$ cat src/design/i2cm_pkg.sv
`timescale 1ns / 1ps

package i2cm_pkg;

    // Command codes as they arrive on the input channel.
    typedef enum logic [2:0] {
        OP_IDLE  = 3'd0,
        OP_START = 3'd1,
        OP_STOP  = 3'd2,
        OP_WRITE = 3'd3,
        OP_READ  = 3'd4,
        OP_WAIT  = 3'd5
    } t_op;

    // Configuration register indexes.
    typedef enum logic [1:0] {
        CFG_ACK_TIMEOUT    = 2'd0,
        CFG_CONDITION_HOLD = 2'd1,
        CFG_BIT_PHASE      = 2'd2
    } t_cfg_idx;

    localparam logic [7:0] ACK_TIMEOUT_RESET    = 8'd250;
    localparam logic [7:0] CONDITION_HOLD_RESET = 8'd4;
    localparam logic [7:0] BIT_PHASE_RESET      = 8'd2;
    localparam logic [7:0] MSB_MASK             = 8'h80;
    localparam logic [3:0] BITS_PER_BYTE        = 4'd8;

    // What the front end decided an item is.
    typedef enum logic {
        KIND_TICK = 1'b0,
        KIND_CMD  = 1'b1
    } t_kind;

    typedef struct packed {
        t_kind      kind;
        t_op        op;
        logic [7:0] tx_byte;
        logic       send_ack;
        logic       sda_level;
    } t_queue_entry;

    typedef struct packed {
        logic       valid;
        t_cfg_idx   index;
        logic [7:0] data;
    } t_cfg_wr;

    typedef struct packed {
        logic       rejected;
        logic       ack_failed;
        logic [7:0] rx_byte;
        logic       done_res;
        logic       busy_res;
        logic       sda_drive;
        logic       scl_level;
    } t_result;

    // A tick count of zero behaves as one.
    function automatic logic [7:0] at_least_one(input logic [7:0] v);
        return (v == 8'd0) ? 8'd1 : v;
    endfunction

endpackage

$ cat src/design/i2cm_front.sv
`timescale 1ns / 1ps

module i2cm_front
    import i2cm_pkg::*;
(
    input  logic         i_clk,
    input  logic         i_rst_n,
    input  logic         i_valid,
    output logic         o_ready,
    input  logic [2:0]   i_command,
    input  logic [7:0]   i_tx_byte,
    input  logic         i_send_ack,
    input  logic         i_sda_level,
    output logic         o_entry_valid,
    output t_queue_entry o_entry,
    input  logic         i_pop
);

    t_queue_entry r_mem [2];
    logic         r_wr_ptr;
    logic         r_rd_ptr;
    logic [1:0]   r_count;
    logic         push;
    t_queue_entry entry_in;

    assign o_ready       = (r_count != 2'd2);
    assign push          = i_valid && o_ready;
    assign o_entry_valid = (r_count != 2'd0);
    assign o_entry       = r_mem[r_rd_ptr];

    // Start through wait ack are commands; idle and the unused codes advance time.
    always_comb begin
        entry_in.op        = t_op'(i_command);
        entry_in.tx_byte   = i_tx_byte;
        entry_in.send_ack  = i_send_ack;
        entry_in.sda_level = i_sda_level;
        unique case (i_command) inside
            [OP_START:OP_WAIT]: entry_in.kind = KIND_CMD;
            default:            entry_in.kind = KIND_TICK;
        endcase
    end

    always_ff @(posedge i_clk) begin
        if (push) begin
            r_mem[r_wr_ptr] <= entry_in;
        end
        if (!i_rst_n) begin
            r_wr_ptr <= 1'b0;
            r_rd_ptr <= 1'b0;
            r_count  <= 2'd0;
        end else begin
            if (push) begin
                r_wr_ptr <= ~r_wr_ptr;
            end
            if (i_pop) begin
                r_rd_ptr <= ~r_rd_ptr;
            end
            r_count <= r_count + {1'b0, push} - {1'b0, i_pop};
        end
    end

    a_no_overflow : assert property (@(posedge i_clk) disable iff (!i_rst_n)
        r_count != 2'd3)
        else $error("queue count out of range");

endmodule

$ cat src/design/i2cm_back.sv
`timescale 1ns / 1ps

module i2cm_back
    import i2cm_pkg::*;
(
    input  logic         i_clk,
    input  logic         i_rst_n,
    input  t_cfg_wr      i_cfg,
    input  logic         i_entry_valid,
    input  t_queue_entry i_entry,
    output logic         o_pop,
    output logic         o_res_valid,
    input  logic         i_res_ready,
    output t_result      o_res
);

    logic [7:0] r_ack_timeout, r_cond_hold, r_bit_phase;
    t_op        r_op,       n_op;
    logic [2:0] r_phase,    n_phase;
    logic [3:0] r_bit_idx,  n_bit_idx;
    logic [7:0] r_delay,    n_delay;
    logic [7:0] r_shift,    n_shift;
    logic [7:0] r_poll,     n_poll;
    logic       r_ack_sel,  n_ack_sel;
    logic       r_scl,      n_scl;
    logic       r_sda,      n_sda;
    logic [7:0] r_rx,       n_rx;
    logic       r_res_valid;
    t_result    r_res;
    logic       done, fail, rej;
    logic [7:0] hold_ticks, phase_ticks;

    assign o_pop       = i_entry_valid && (!r_res_valid || i_res_ready);
    assign o_res_valid = r_res_valid;
    assign o_res       = r_res;
    assign hold_ticks  = at_least_one(r_cond_hold);
    assign phase_ticks = at_least_one(r_bit_phase);

    always_comb begin
        n_op      = r_op;
        n_phase   = r_phase;
        n_bit_idx = r_bit_idx;
        n_delay   = r_delay;
        n_shift   = r_shift;
        n_poll    = r_poll;
        n_ack_sel = r_ack_sel;
        n_scl     = r_scl;
        n_sda     = r_sda;
        n_rx      = r_rx;
        done      = 1'b0;
        fail      = 1'b0;
        rej       = 1'b0;
        if (i_entry.kind == KIND_CMD) begin
            if (r_op != OP_IDLE) begin
                rej = 1'b1;
            end else begin
                n_op      = i_entry.op;
                n_bit_idx = 4'd0;
                n_poll    = 8'd0;
                n_phase   = 3'd0;
                unique case (i_entry.op)
                    OP_START: begin
                        n_sda   = 1'b1;
                        n_scl   = 1'b1;
                        n_delay = hold_ticks;
                    end
                    OP_STOP: begin
                        n_scl   = 1'b0;
                        n_sda   = 1'b0;
                        n_delay = hold_ticks;
                    end
                    OP_WRITE: begin
                        n_scl   = 1'b0;
                        n_sda   = |(i_entry.tx_byte & MSB_MASK);
                        n_shift = {i_entry.tx_byte[6:0], 1'b0};
                        n_delay = phase_ticks;
                    end
                    OP_READ: begin
                        n_sda     = 1'b1;
                        n_scl     = 1'b0;
                        n_shift   = 8'd0;
                        n_ack_sel = i_entry.send_ack;
                        n_delay   = phase_ticks;
                    end
                    default: begin
                        n_sda   = 1'b1;
                        n_delay = phase_ticks;
                    end
                endcase
            end
        end else if (r_op != OP_IDLE) begin
            // The ACK poll runs every tick; every other step waits out its delay.
            if (!(r_op == OP_WAIT && r_phase == 3'd2) && r_delay > 8'd1) begin
                n_delay = r_delay - 8'd1;
            end else begin
                n_delay = 8'd0;
                unique case (r_op)
                    OP_START: begin
                        if (r_phase == 3'd0) begin
                            n_sda   = 1'b0;
                            n_phase = 3'd1;
                            n_delay = hold_ticks;
                        end else begin
                            n_scl = 1'b0;
                            done  = 1'b1;
                        end
                    end
                    OP_STOP: begin
                        if (r_phase == 3'd0) begin
                            n_scl   = 1'b1;
                            n_sda   = 1'b1;
                            n_phase = 3'd1;
                            n_delay = hold_ticks;
                        end else begin
                            done = 1'b1;
                        end
                    end
                    OP_WRITE: begin
                        if (r_phase == 3'd0) begin
                            n_scl   = 1'b1;
                            n_phase = 3'd1;
                            n_delay = phase_ticks;
                        end else if (r_phase == 3'd1) begin
                            n_scl   = 1'b0;
                            n_phase = 3'd2;
                            n_delay = phase_ticks;
                        end else begin
                            n_bit_idx = r_bit_idx + 4'd1;
                            if (n_bit_idx >= BITS_PER_BYTE) begin
                                done = 1'b1;
                            end else begin
                                n_sda   = r_shift[7];
                                n_shift = {r_shift[6:0], 1'b0};
                                n_phase = 3'd0;
                                n_delay = phase_ticks;
                            end
                        end
                    end
                    OP_READ: begin
                        if (r_phase == 3'd0) begin
                            n_scl   = 1'b1;
                            n_shift = {r_shift[6:0], i_entry.sda_level};
                            n_phase = 3'd1;
                            n_delay = phase_ticks;
                        end else if (r_phase == 3'd1) begin
                            n_bit_idx = r_bit_idx + 4'd1;
                            n_scl     = 1'b0;
                            n_delay   = phase_ticks;
                            if (n_bit_idx >= BITS_PER_BYTE) begin
                                n_sda   = ~r_ack_sel;
                                n_phase = 3'd2;
                            end else begin
                                n_phase = 3'd0;
                            end
                        end else if (r_phase == 3'd2) begin
                            n_scl   = 1'b1;
                            n_phase = 3'd3;
                            n_delay = phase_ticks;
                        end else begin
                            n_scl = 1'b0;
                            n_rx  = r_shift;
                            done  = 1'b1;
                        end
                    end
                    default: begin
                        if (r_phase == 3'd0) begin
                            n_scl   = 1'b1;
                            n_phase = 3'd1;
                            n_delay = phase_ticks;
                        end else if (r_phase == 3'd1) begin
                            n_phase = 3'd2;
                            n_poll  = 8'd0;
                        end else if (r_phase == 3'd2) begin
                            if (!i_entry.sda_level) begin
                                n_scl = 1'b0;
                                done  = 1'b1;
                            end else if (r_poll >= r_ack_timeout) begin
                                // Timed out: drive a stop condition, then fail.
                                n_scl   = 1'b0;
                                n_sda   = 1'b0;
                                n_phase = 3'd3;
                                n_delay = hold_ticks;
                            end else begin
                                n_poll = r_poll + 8'd1;
                            end
                        end else if (r_phase == 3'd3) begin
                            n_scl   = 1'b1;
                            n_sda   = 1'b1;
                            n_phase = 3'd4;
                            n_delay = hold_ticks;
                        end else begin
                            done = 1'b1;
                            fail = 1'b1;
                        end
                    end
                endcase
                if (done) begin
                    n_op    = OP_IDLE;
                    n_phase = 3'd0;
                    n_delay = 8'd0;
                end
            end
        end
    end

    always_ff @(posedge i_clk) begin
        if (!i_rst_n) begin
            r_ack_timeout <= ACK_TIMEOUT_RESET;
            r_cond_hold   <= CONDITION_HOLD_RESET;
            r_bit_phase   <= BIT_PHASE_RESET;
            r_op          <= OP_IDLE;
            r_phase       <= 3'd0;
            r_bit_idx     <= 4'd0;
            r_delay       <= 8'd0;
            r_shift       <= 8'd0;
            r_poll        <= 8'd0;
            r_ack_sel     <= 1'b0;
            r_scl         <= 1'b1;
            r_sda         <= 1'b1;
            r_rx          <= 8'd0;
            r_res_valid   <= 1'b0;
        end else begin
            if (i_cfg.valid) begin
                unique case (i_cfg.index)
                    CFG_ACK_TIMEOUT:    r_ack_timeout <= i_cfg.data;
                    CFG_CONDITION_HOLD: r_cond_hold   <= i_cfg.data;
                    CFG_BIT_PHASE:      r_bit_phase   <= i_cfg.data;
                    default:            ;
                endcase
            end
            if (o_pop) begin
                r_op      <= n_op;
                r_phase   <= n_phase;
                r_bit_idx <= n_bit_idx;
                r_delay   <= n_delay;
                r_shift   <= n_shift;
                r_poll    <= n_poll;
                r_ack_sel <= n_ack_sel;
                r_scl     <= n_scl;
                r_sda     <= n_sda;
                r_rx      <= n_rx;
                r_res_valid <= 1'b1;
                r_res.scl_level  <= n_scl;
                r_res.sda_drive  <= n_sda;
                r_res.busy_res   <= (n_op != OP_IDLE);
                r_res.done_res   <= done;
                r_res.rx_byte    <= n_rx;
                r_res.ack_failed <= fail;
                r_res.rejected   <= rej;
            end else if (i_res_ready) begin
                r_res_valid <= 1'b0;
            end
        end
    end

    a_idle_no_delay : assert property (@(posedge i_clk) disable iff (!i_rst_n)
        (r_op == OP_IDLE) |-> (r_delay == 8'd0 && r_phase == 3'd0))
        else $error("idle sequencer holds a pending delay or phase");

    a_fail_with_done : assert property (@(posedge i_clk) disable iff (!i_rst_n)
        (r_res_valid && r_res.ack_failed) |-> (r_res.done_res && !r_res.busy_res))
        else $error("ack failure reported without completion");

    a_reject_busy : assert property (@(posedge i_clk) disable iff (!i_rst_n)
        (o_pop && i_entry.kind == KIND_CMD && r_op != OP_IDLE)
            |=> (r_res.rejected && r_res.busy_res && !r_res.done_res))
        else $error("busy command not rejected cleanly");

endmodule

$ cat src/design/i2c_master_bit_engine.sv
`timescale 1ns / 1ps

// I2C master pin sequencer driven one item at a time.
// Input channel (i_s_*): each transfer carries a command in tuser and the
// transmit byte, the ACK choice for reads and the sampled SDA level in tdata.
// Command 0 (and the unused codes 6 and 7) is a tick that advances time by one
// delay unit; commands 1 to 5 start a start, stop, write, read or wait-for-ACK
// sequence when the sequencer is idle, and are rejected while it is busy.
// Output channel (o_m_*): exactly one result transfer per input transfer, in
// order, carrying the SCL and SDA drive levels, busy, done, the last read byte,
// the ACK-timeout flag and the rejected flag.
// Configuration channel (i_cfg_*): register 0 is the ACK timeout, 1 the start
// and stop hold time, 2 the bit phase time; writes are always accepted and
// are meant for idle periods only. Indexes beyond the list are ignored.
// Each item passes through the queue and then the result register before
// result valid rises; throughput is one item per cycle while the receiver
// does not stall, set by the sequencer step in the back end.
// A two-entry queue decouples input classification from the sequencer, and the
// result register takes the next item in the cycle its waiting result is taken.
// When the receiver stalls, the queue fills and then o_s_tready drops.
// Reset restores the default timing registers, idles the sequencer with both
// lines released, and clears the read byte to zero.

module i2c_master_bit_engine
    import i2cm_pkg::*;
(
    input  logic        i_clk,
    input  logic        i_rst_n,
    input  logic        i_s_tvalid,
    output logic        o_s_tready,
    // [7:0] tx_byte, [8] send_ack, [9] sda_level, [15:10] zero
    input  logic [15:0] i_s_tdata,
    // [2:0] command
    input  logic [2:0]  i_s_tuser,
    output logic        o_m_tvalid,
    input  logic        i_m_tready,
    // [0] scl_level, [1] sda_drive, [2] busy_res, [3] done_res,
    // [11:4] rx_byte, [12] ack_failed, [13] rejected, [15:14] zero
    output logic [15:0] o_m_tdata,
    input  logic        i_cfg_valid,
    output logic        o_cfg_ready,
    input  logic [1:0]  i_cfg_index,
    input  logic [7:0]  i_cfg_data
);

    t_queue_entry entry;
    logic         entry_valid;
    logic         pop;
    t_result      res;
    t_cfg_wr      cfg;

    // Register writes always complete at once.
    assign o_cfg_ready = 1'b1;
    assign cfg.valid   = i_cfg_valid;
    assign cfg.index   = t_cfg_idx'(i_cfg_index);
    assign cfg.data    = i_cfg_data;

    i2cm_front u_front (
        .i_clk         (i_clk),
        .i_rst_n       (i_rst_n),
        .i_valid       (i_s_tvalid),
        .o_ready       (o_s_tready),
        .i_command     (i_s_tuser),
        .i_tx_byte     (i_s_tdata[7:0]),
        .i_send_ack    (i_s_tdata[8]),
        .i_sda_level   (i_s_tdata[9]),
        .o_entry_valid (entry_valid),
        .o_entry       (entry),
        .i_pop         (pop)
    );

    i2cm_back u_back (
        .i_clk         (i_clk),
        .i_rst_n       (i_rst_n),
        .i_cfg         (cfg),
        .i_entry_valid (entry_valid),
        .i_entry       (entry),
        .o_pop         (pop),
        .o_res_valid   (o_m_tvalid),
        .i_res_ready   (i_m_tready),
        .o_res         (res)
    );

    // The result struct lists scl_level last, so it lands in bit 0.
    assign o_m_tdata = {2'b00, res};

endmodule
$ cat config.mk
export PLATFORM = sky130hd
export DESIGN_NAME = i2c_master_bit_engine
export DESIGN_NICKNAME = d
export VERILOG_FILES = /design/src/design/i2cm_pkg.sv /design/src/design/i2cm_front.sv /design/src/design/i2cm_back.sv /design/src/design/i2c_master_bit_engine.sv
export SDC_FILE = /design/constraint.sdc
export NUM_CORES = 1
export LEC_CHECK = 0
export BUFFER_PORTS_ARGS = -buffer_cell sky130_fd_sc_hd__buf_2
export CAP_MARGIN = 20
export CORE_MARGIN = 4
export CORE_UTILIZATION = 25
export CTS_BUF_LIST = sky130_fd_sc_hd__clkbuf_2
export DETAILED_ROUTE_END_ITERATION = 7
export GPL_TIMING_DRIVEN = 0
export HOLD_SLACK_MARGIN = 0.15
export RECOVER_POWER = 100
export SLEW_MARGIN = 20
export SYNTH_ARGS = -nofsm -noshare
export SYNTH_HDL_FRONTEND = slang
export SYNTH_SLANG_ARGS = --single-unit
$ cat constraint.sdc
create_clock -name i_clk -period 4.04 [get_ports i_clk]
set_input_delay 0.404 -clock i_clk [delete_from_list [all_inputs] [get_ports i_clk]]
set_output_delay 0.404 -clock i_clk [all_outputs]
set_load 0.05 [all_outputs]
==> flow_summary_export.csv, run 1 <==
group,metric,value,unit
worst_setup_path,start_kind,"flip-flop",
timing,period_needed,3820,ps
synth,ys_seq_elements,117,
placed_design,port_buffers,42,
drt,drcViolationCount,0,
synth,synth_compound_area_share,19.5,%
power,switching_share,46.8,%
timing,max_freq,0.262,GHz
clock_tree,htree_levels,4,
drt,wirelength,17.7,mm
floorplanning,fp-row-count,58,
timing,fin_tns_setup,0,ps
synth,synth-xor-area-share,1.92,%
worst_setup_path,worstSetupPathType,"reg -> reg",
power,seq_power_share,34.0,%
timing,relSlewSlack,4.92,%
worst_setup_path,worst_path_most_repeated_cell,"clkbuf_2",
floorplanning,io_pins,53,
power,power,0.00454,W
worst_setup_path,cp_num_buf_inv,3,
worst_setup_path,r2r_slack,220,ps
global_route,grt_pass1_wl,28.7,mm
final_layout,syn2layout_area_growth,17.2,%
final_layout,final_util,29.7,%
worst_setup_path,r2r.worst_path.cells,10,
final_layout,n_fill_cell,2642,
power,switchingPower,0.00213,W
timing,finalHoldViolCount,0,
synth,ys_seq_area_share,43.3,%
worst_setup_path,path_depth,10,
synth,synth-edff-count,42,
clock_tree,cts.sinks,117,
timing,setup_viol,0,
worst_setup_path,required,4650,ps
global_route,grt_pass1_vias,5399,
clock_tree,cts_setup_buffers,0,
final_layout,drive_gt1_share,10.4,%
synth,synthCells,677,
synth,muxShareOfSynthArea,9.48,%
synth,synthFlopType,"dfxtp_1",
job,maxCapViolCount,0,
power,leakage,2.83,nW
clock_tree,path_clk_slew,170,ps
timing,drv_slew,0,
synth,yosysWarnings,0,
drt,vias,5594,
final_layout,nNetsFinal,821,
floorplanning,die_h,168,um
placed_design,dp_hpwl,12.9,mm
synth,synth-simple-area-share,17.5,%
timing,rsz0062_at_grt,"false",
clock_tree,cts_tree,"yes",
clock_tree,ctsLongestPathBuffers,2,
global_route,grt_usage,12.5,%
floorplanning,die_x,168,um
worst_setup_path,critPathSlowestCell,"nor3_1",
worst_setup_path,crit_family,"simple AND/OR/NAND/NOR gates",
worst_setup_path,cp_slowest_stage_delay,670,ps
worst_setup_path,crit_chain,"buf_2 -> mux2i_2 -> clkbuf_2 -> clkbuf_2 -> ha_1 -> nor3_1 -> o21ai_0 -> a41o_1 -> nor4_1 -> a31o_1",
worst_setup_path,end_kind,"flip-flop",
synth,synth_fa_ha_area_share,3.53,%
drt,routedWlPerCell,15.9,um
drt,drt_iter0_drc,562,
synth,async_flop_share,0,%
timing,fin_skew,34.3,ps
drt,first_pass_iters,5,
timing,tightest_slew,1420,ps
synth,synth_cell_type_count,77,
power,power_per_cell_area,607,nW/um^2
global_route,antenna_found_initial,1,
synth,syn_area_per_cell,9.43,um^2
global_route,grt_start_max_net_pins,17,
clock_tree,clk_latency,670,ps
drt,vias_per_cell,5.03,
status,status,"complete, no violations",
global_route,overflow,0,
floorplanning,start_util,25.4,%
floorplanning,die-area,28200,um^2
synth,syn_area,6380,um^2
power,ir_drop,190,uV
timing,timing.final.crit_share,94.5,%
power,p_comb_share,49.7,%
synth,synth_top_family_by_area,"compound AO/OA/AOI/OAI gates",
placed_design,place.gp.congestion,0.917,
drt,ant_nets,0,
floorplanning,core,25200,um^2
power,clockPowerShare,16.3,%
worst_setup_path,path_max_fanout,11,
clock_tree,root_buffer,"clkbuf_2",
worst_setup_path,crit_end,"u_back.r_phase[1]",
worst_hold_path,hold_class,"in -> reg",
clock_tree,cts_buffers,17,
power,p_int,0.00242,W
worst_setup_path,worstPathArrival,4420,ps
worst_setup_path,critical_path.reg2reg.endpoint,"u_back.r_phase[1]",
## how the worst min path moves through the flow
stage                            startpoint  cells after the start                      end  slack [ps]
global placement    u_back.r_ack_timeout[2]                      2  u_back.r_ack_timeout[2]         450
finish                              i_rst_n                      3        u_back.r_phase[0]         300
CTS                                 i_rst_n                      3        u_back.r_phase[0]         220
floorplan           u_back.r_ack_timeout[2]                      2  u_back.r_ack_timeout[2]         440
detailed placement         u_back.r_poll[7]                      2         u_back.r_poll[7]         470
global route                        i_rst_n                      3        u_back.r_phase[0]         260
## cell usage in the layout (no fill, tap or decap), types with 6 or more instances in the layout
cell           instances
a211oi_1               7
a21oi_1               41
a221oi_1              14
buf_2                 20
clkbuf_1              52
clkbuf_2              19
dfxtp_1               75
dlygate4sd3_1         30
edfxtp_1              42
ha_1                  18
inv_1                 24
mux2_2                11
mux2i_1               46
nand2_1               51
nand2b_1               9
nand3_1               28
nor2_1                63
nor3_1                15
nor4_1                 6
o211ai_1               9
o21ai_0               28
o22ai_1                9
o31ai_1               17
xnor2_1                6
xor2_1                 8
## metal layers
metal	share of wire, %	global-route usage, %	up-vias
met5	0	0	-
met4	2.8	4.55	0
met3	4.7	2.54	31
met2	47	20.6	181
met1	45	16.3	2665
li1	-	-	2717
## stage by stage
step	hold WS [ps]	area, um^2	worst slack (ps)	std cells
5_1_grt	257	7480	80.7	1113
3_5_place_dp	470	7020	-273	1050
6_report	295	7480	222	1113
2_1_floorplan	436	6390	839	678
4_1_cts	224	7550	11.4	1112
3_3_place_gp	447	7010	-313	1050
## area by class of cell
cell class                      instances  area, um^2  area share, %
Sequential cell                       117        2760           36.9
Multi-Input combinational cell        492        3300           44.1
Tap cell                              330         413           5.52
Clock inverter                         15         143           1.91
Antenna cell                            1        2.50         0.0334
Buffer                                 42         198           2.64
Clock buffer                           17        85.1           1.14
Inverter                               27         101           1.35
Timing Repair Buffer                   72         475           6.35
## worst register-to-register path, cell delays in order (launching register included)
cell and delay (ps):
dfxtp_1 340, buf_2 220, mux2i_2 370, clkbuf_2 350, clkbuf_2 330, ha_1 310
nor3_1 670, o21ai_0 420, a41o_1 340, nor4_1 290, a31o_1 140
## flip-flops by register name, indices dropped and copies added (netlist names), 8 cells and up, named ones only
name	cells
u_back.r_rx	8
u_back.r_cond_hold	8
u_back.r_delay	8
u_back.r_ack_timeout	8
u_back.o_res	14
u_back.r_shift	8
u_front.r_mem	28
u_back.r_bit_phase	8
u_back.r_poll	8
## cell usage after synthesis, types with 6 or more instances
master / instances / share of area (%)
ha_1: 18 / 3.5
a21oi_1: 41 / 3.2
a221oi_1: 14 / 1.9
nor4_1: 6 / 0.59
o22ai_1: 9 / 0.88
nand2_1: 51 / 3.0
a211oi_1: 6 / 0.71
nor3_1: 15 / 1.2
nand3_1: 28 / 2.2
buf_2: 9 / 0.71
mux2_2: 12 / 2.1
xnor2_1: 6 / 0.82
edfxtp_1: 42 / 20
o21ai_0: 24 / 1.9
mux2i_1: 47 / 7.4
o21ai_1: 8 / 0.63
inv_1: 24 / 1.4
dfxtp_1: 75 / 24
xor2_1: 8 / 1.1
nand2b_1: 9 / 0.88
clkbuf_1: 20 / 1.2
o211ai_1: 8 / 0.94
o31ai_1: 17 / 2.0
buf_1: 7 / 0.41
nor2_1: 63 / 3.7
## power groups by stage
| stage | Combinational, W | Sequential (W) | Clock, W |
|---|---|---|---|
| 4_1_cts | 0.00229 | 0.00154 | 0.000771 |
| 5_1_grt | 0.00249 | 0.00157 | 0.000819 |
| 2_1_floorplan | 0.00158 | 0.00165 | 0 |
| 3_3_place_gp | 0.00225 | 0.00157 | 0 |
| 3_5_place_dp | 0.00225 | 0.00157 | 0 |
| 6_report | 0.00226 | 0.00155 | 0.000740 |
## cell families after synthesis
kind of cell	after synthesis
simple gates	223
compound gates	175
fa+ha+maj	18
buf+inv	69
mux	59
flops	117
other cells	2
xor+xnor	14
## what timing repair did
item | 4_1_cts | 5_1_grt
gates cloned | 0 | 0
endpoints found under the hold margin | 54 | 0
endpoints found under the setup margin | 6 | 1
gates resized for setup | 2 | 3
hold buffers | 30 | 0
Power figures use the tool's default switching activity.
==> run 2: changes to the inputs <==
--- a/config.mk
+++ b/config.mk
@@ -13,6 +13,7 @@
 export DETAILED_ROUTE_END_ITERATION = 7
 export GPL_TIMING_DRIVEN = 0
 export HOLD_SLACK_MARGIN = 0.15
+export MAX_ROUTING_LAYER = met4
 export RECOVER_POWER = 100
 export SLEW_MARGIN = 20
 export SYNTH_ARGS = -nofsm -noshare
==> run 2 against run 1 <==
Effect of this change:
- combinational power about the same
- critical endpoint unchanged
- non-clock buffer count unchanged
- count of clock-buffer cells in the layout up 1
- design area increased by 0.22%
- fmax up 1.2%
- largest cell class unchanged
- power grew 1.5%
- sequential share of layout area shrank 0.080 points
- sequential cell count unchanged
- hold slack better by 29 ps
- core utilization is 0.065 points higher
==> flow_summary_export.csv, run 2 (synthesized netlist as in run 1, its figures left out) <==
group,metric,value,unit
drt,vias_per_cell,5.06,
drt,wirelength,18.0,mm
worst_setup_path,path_max_fanout,11,
floorplanning,io_pins,53,
final_layout,nNetsFinal,821,
floorplanning,fp-row-count,58,
floorplanning,start_util,25.4,%
clock_tree,path_clk_slew,220,ps
timing,tightest_slew,1380,ps
timing,finalHoldViolCount,0,
timing,period_needed,3770,ps
clock_tree,clk_latency,700,ps
global_route,grt_pass1_wl,28.7,mm
worst_setup_path,r2r.worst_path.cells,10,
global_route,grt_usage,13.0,%
final_layout,largest_register_ffs,28,
worst_setup_path,worstPathArrival,4340,ps
clock_tree,root_buffer,"clkbuf_2",
placed_design,dpl_cell_area,7020,um^2
drt,ant_nets,0,
final_layout,fin_area,7500,um^2
placed_design,dp_hpwl,12.9,mm
timing,fin_skew,48.7,ps
worst_hold_path,hold_class,"in -> reg",
global_route,grt_start_max_net_pins,17,
global_route,overflow,0,
final_layout,drive_gt1_share,10.7,%
placed_design,place.gp.congestion,0.938,
clock_tree,ctsLongestPathBuffers,2,
global_route,antenna_found_initial,1,
timing,drv_slew,0,
drt,vias,5637,
floorplanning,die-area,28200,um^2
status,status,"complete, no violations",
worst_setup_path,worstSetupPathType,"reg -> reg",
floorplanning,die_h,168,um
final_layout,final_cell_mix,"75 x dfxtp_1, 63 x nor2_1, 51 x nand2_1, 50 x clkbuf_1, 46 x mux2i_1",
drt,drcViolationCount,0,
timing,timing.final.crit_share,93.4,%
power,ir_drop,211,uV
global_route,grt_pass1_vias,5421,
worst_setup_path,end_kind,"flip-flop",
timing,holdWs,325,ps
drt,routedWlPerCell,16.2,um
clock_tree,cts_tree,"yes",
clock_tree,cts_setup_buffers,0,
worst_hold_path,hold_depth,3,
floorplanning,die_x,168,um
floorplanning,core,25200,um^2
timing,relSlewSlack,7.40,%
final_layout,final_common_cell,"dfxtp_1",
clock_tree,htree_levels,4,
power,power_per_cell_area,615,nW/um^2
drt,drt_iter0_drc,619,
placed_design,port_buffers,42,
final_layout,syn2layout_area_growth,17.4,%
clock_tree,cts.sinks,117,
timing,rsz0062_at_grt,"false",
clock_tree,cts_buffers,17,
worst_setup_path,required,4610,ps
job,maxCapViolCount,0,
drt,first_pass_iters,6,
final_layout,n_fill_cell,2622,
worst_setup_path,start_kind,"flip-flop",
timing,max_freq,0.265,GHz
timing,setup_viol,0,
final_layout,regMostFlops,"u_front.r_mem",
power,leakage,2.84,nW
[run 2: worst paths after layout]
path                                  startpoint                 to  slack (ps)
worst max-delay path                   flip-flop  u_back.r_phase[1]         270
worst min-delay path                     i_rst_n  u_back.r_delay[5]         320
worst max register to register         flip-flop  u_back.r_phase[1]         270
worst min register to register  u_back.r_poll[7]   u_back.r_poll[7]         480
[run 2: critical path, cell delays in order (launching register included)]
cell,delay (ps)
dfxtp_1,340
buf_2,220
mux2i_2,370
clkbuf_2,370
clkbuf_2,330
ha_1,310
nor3_1,620
o21ai_0,390
a41o_1,320
o22a_1,180
a31o_1,220
[run 2: per-layer routing]
layer	track usage, %	share of wire, %	vias up
li1	-	-	2713
met1	16.5	45	2667
met2	20.2	46	216
met3	2.16	5.8	41
met4	6.25	3.3	0
met5	-	0	-
[run 2: layout make-up]
type,count,area [um^2],share of cell area (%)
Multi-Input combinational cell,492,3300,44.0
Sequential cell,117,2760,36.8
Timing Repair Buffer,72,478,6.37
Tap cell,330,413,5.51
Buffer,42,198,2.64
Clock inverter,14,151,2.02
Inverter,27,101,1.35
Clock buffer,18,90.1,1.20
Antenna cell,1,2.50,0.0334
[run 2: what timing repair did]
item,in CTS,in global routing
hold buffers,30,0
endpoints found under the hold margin,55,0
endpoints found under the setup margin,4,2
resized for setup,2,2
[run 2: power breakdown]
| group | total, W | internal (W) | switching, W | leakage [nW] |
|---|---|---|---|---|
| Clock | 0.000791 | 0.000289 | 0.000502 | 0.133 |
| Sequential | 0.00155 | 0.00142 | 0.000131 | 1.00 |
| Combinational | 0.00228 | 0.000765 | 0.00151 | 1.71 |
[run 2: stage by stage]
| stage | total power [W] | setup slack (ps) | TNS (ps) | std cells | utilization [%] |
|---|---|---|---|---|---|
| final | 0.00461 | 266 | 0 | 1113 | 29.8 |
| after global routing | 0.00490 | 11.1 | 0 | 1113 | 29.8 |
| after CTS | 0.00464 | 190 | 0 | 1112 | 30.0 |
| after detailed placement | 0.00382 | -165 | -321 | 1050 | 27.9 |
| after global placement | 0.00382 | -230 | -633 | 1050 | 27.8 |
| after floorplan | 0.00323 | 839 | 0 | 678 | - |
==> run 3: changes to the inputs <==
--- a/config.mk
+++ b/config.mk
@@ -8,7 +8,7 @@
 export BUFFER_PORTS_ARGS = -buffer_cell sky130_fd_sc_hd__buf_2
 export CAP_MARGIN = 20
 export CORE_MARGIN = 4
-export CORE_UTILIZATION = 25
+export CORE_UTILIZATION = 24
 export CTS_BUF_LIST = sky130_fd_sc_hd__clkbuf_2
 export DETAILED_ROUTE_END_ITERATION = 7
 export GPL_TIMING_DRIVEN = 0
==> run 3 against run 2 <==
Effect of this change:
- via count is 1.6% lower
- combinational power hardly changed
- hold slack worse by 41 ps
- wire length is 0.30% higher
- sequential share of layout area is 0.27 points higher
- critical path type unchanged
- critical endpoint is now u_back.r_bit_idx[3]
==> flow_summary_export.csv, run 3 (synthesized netlist as in run 1, its figures left out) <==
group,metric,value,unit
timing,tightest_slew,1230,ps
timing,holdWs,284,ps
worst_setup_path,path_max_fanout,11,
timing,rsz0062_at_grt,"false",
global_route,grt_usage,12.8,%
floorplanning,io_pins,53,
clock_tree,htree_levels,4,
timing,finalHoldViolCount,0,
floorplanning,die_h,171,um
placed_design,port_buffers,42,
clock_tree,root_buffer,"clkbuf_2",
final_layout,nNetsFinal,818,
drt,routedWlPerCell,16.2,um
global_route,grt_pass1_vias,5351,
timing,drv_slew,0,
floorplanning,start_util,24.4,%
global_route,grt_pass1_wl,28.9,mm
power,power_per_cell_area,606,nW/um^2
clock_tree,cts_setup_buffers,0,
placed_design,dp_slack,-200,ps
final_layout,largest_register_ffs,28,
timing,timing.final.crit_share,93.2,%
drt,met3_length,807,um
worst_hold_path,hold_class,"in -> reg",
worst_setup_path,worstPathArrival,4350,ps
worst_setup_path,start_kind,"flip-flop",
placed_design,place.gp.congestion,0.961,
clock_tree,clk_latency,650,ps
global_route,antenna_found_initial,1,
drt,ant_nets,0,
drt,first_pass_iters,5,
drt,wirelength,18.1,mm
global_route,grt_start_max_net_pins,17,
floorplanning,die-area,29300,um^2
placed_design,dp_hpwl,13.2,mm
global_route,overflow,0,
timing,relSlewSlack,17.9,%
worst_setup_path,cp_slowest_stage_delay,430,ps
clock_tree,cts.sinks,117,
worst_setup_path,worstSetupPathType,"reg -> reg",
status,status,"complete, no violations",
floorplanning,die_x,171,um
final_layout,regArea,2760,um^2
timing,setup_viol,0,
final_layout,final_common_cell,"dfxtp_1",
final_layout,multi_input_area,3310,um^2
worst_setup_path,end_kind,"flip-flop",
clock_tree,cts_buffers,17,
power,leakage,2.81,nW
timing,max_freq,0.266,GHz
final_layout,regMostFlops,"u_front.r_mem",
drt,route.met2.wl,8.37,mm
drt,vias_per_cell,4.97,
drt,drt_iter0_drc,487,
drt,m1WireLength,8.39,mm
clock_tree,ctsLongestPathBuffers,2,
clock_tree,path_clk_slew,200,ps
final_layout,syn2layout_area_growth,16.6,%
timing,period_needed,3760,ps
floorplanning,core,26100,um^2
worst_setup_path,r2r_slack,280,ps
final_layout,n_fill_cell,2865,
drt,top_layer_used,"met4",
power,ir_drop,220,uV
timing,fin_tns_setup,0,ps
drt,vias,5545,
clock_tree,cts_tree,"yes",
timing,fin_skew,31.4,ps
timing,worst_slack,276,ps
worst_setup_path,crit_chain,"buf_2 -> mux2i_2 -> clkbuf_2 -> clkbuf_2 -> ha_1 -> or3_1 -> clkbuf_1 -> a21oi_1 -> o21ai_1 -> or4_1 -> a21oi_1",
drt,drcViolationCount,0,
final_layout,final_cell_mix,"75 x dfxtp_1, 63 x nor2_1, 55 x clkbuf_1, 51 x nand2_1, 46 x mux2i_1",
final_layout,drive_gt1_share,10.3,%
job,maxCapViolCount,0,
worst_setup_path,required,4630,ps
floorplanning,fp-row-count,59,
worst_setup_path,critPathSlowestCell,"or4_1",
-- run 3: metal layers --
layer  vias to the layer above  track usage (%)
met5                         -                -
li1                       2721                -
met3                        32             2.38
met4                         0             5.44
met2                       160             19.7
met1                      2632             16.4
-- run 3: critical path: cells and delay by family, from the launching register on --
kind | cells | cell delay, ps
compound gates | 3 | 730
fa+ha+maj | 1 | 330
mux | 1 | 380
flops | 1 | 350
buf+inv | 4 | 1090
simple gates | 2 | 810
-- run 3: final timing paths --
kind	from	end	depth (start not counted)
setup / recovery	flip-flop	u_back.r_bit_idx[3]	11
hold / removal	i_rst_n	u_back.r_phase[0]	3
setup reg to reg	flip-flop	u_back.r_bit_idx[3]	11
hold reg to reg	u_back.r_ack_timeout[0]	u_back.r_ack_timeout[0]	2
-- run 3: report_power, final --
group	switching (W)	total [W]	internal, W
combinational	0.00151	0.00227	0.000766
clock	0.000466	0.000689	0.000223
sequential	0.000129	0.00155	0.00142
-- run 3: cell type report --
class / count / area share [%]
Multi-Input combinational cell: 492 / 44.4
Sequential cell: 117 / 37.1
Timing Repair Buffer: 69 / 5.95
Tap cell: 335 / 5.63
Buffer: 42 / 2.66
Clock inverter: 13 / 1.51
Inverter: 27 / 1.36
Clock buffer: 19 / 1.28
Antenna cell: 2 / 0.0672
-- run 3: stage by stage --
step / util (%) / total power [W] / instance area (um^2) / cells
finish: 28.5 / 0.00451 / 7440 / 1116
global route: 28.5 / 0.00484 / 7440 / 1116
CTS: 28.7 / 0.00457 / 7510 / 1114
detailed placement: 26.9 / 0.00383 / 7020 / 1055
global placement: 26.9 / 0.00383 / 7020 / 1055
floorplan: - / 0.00323 / 6390 / 678
-- run 3: what timing repair did --
item                                   4_1_cts  5_1_grt
gates cloned                                 0        0
endpoints found under the hold margin       54        0
setup endpoints to repair                   10        3
resized for setup                            2        3
hold buffers                                27        0
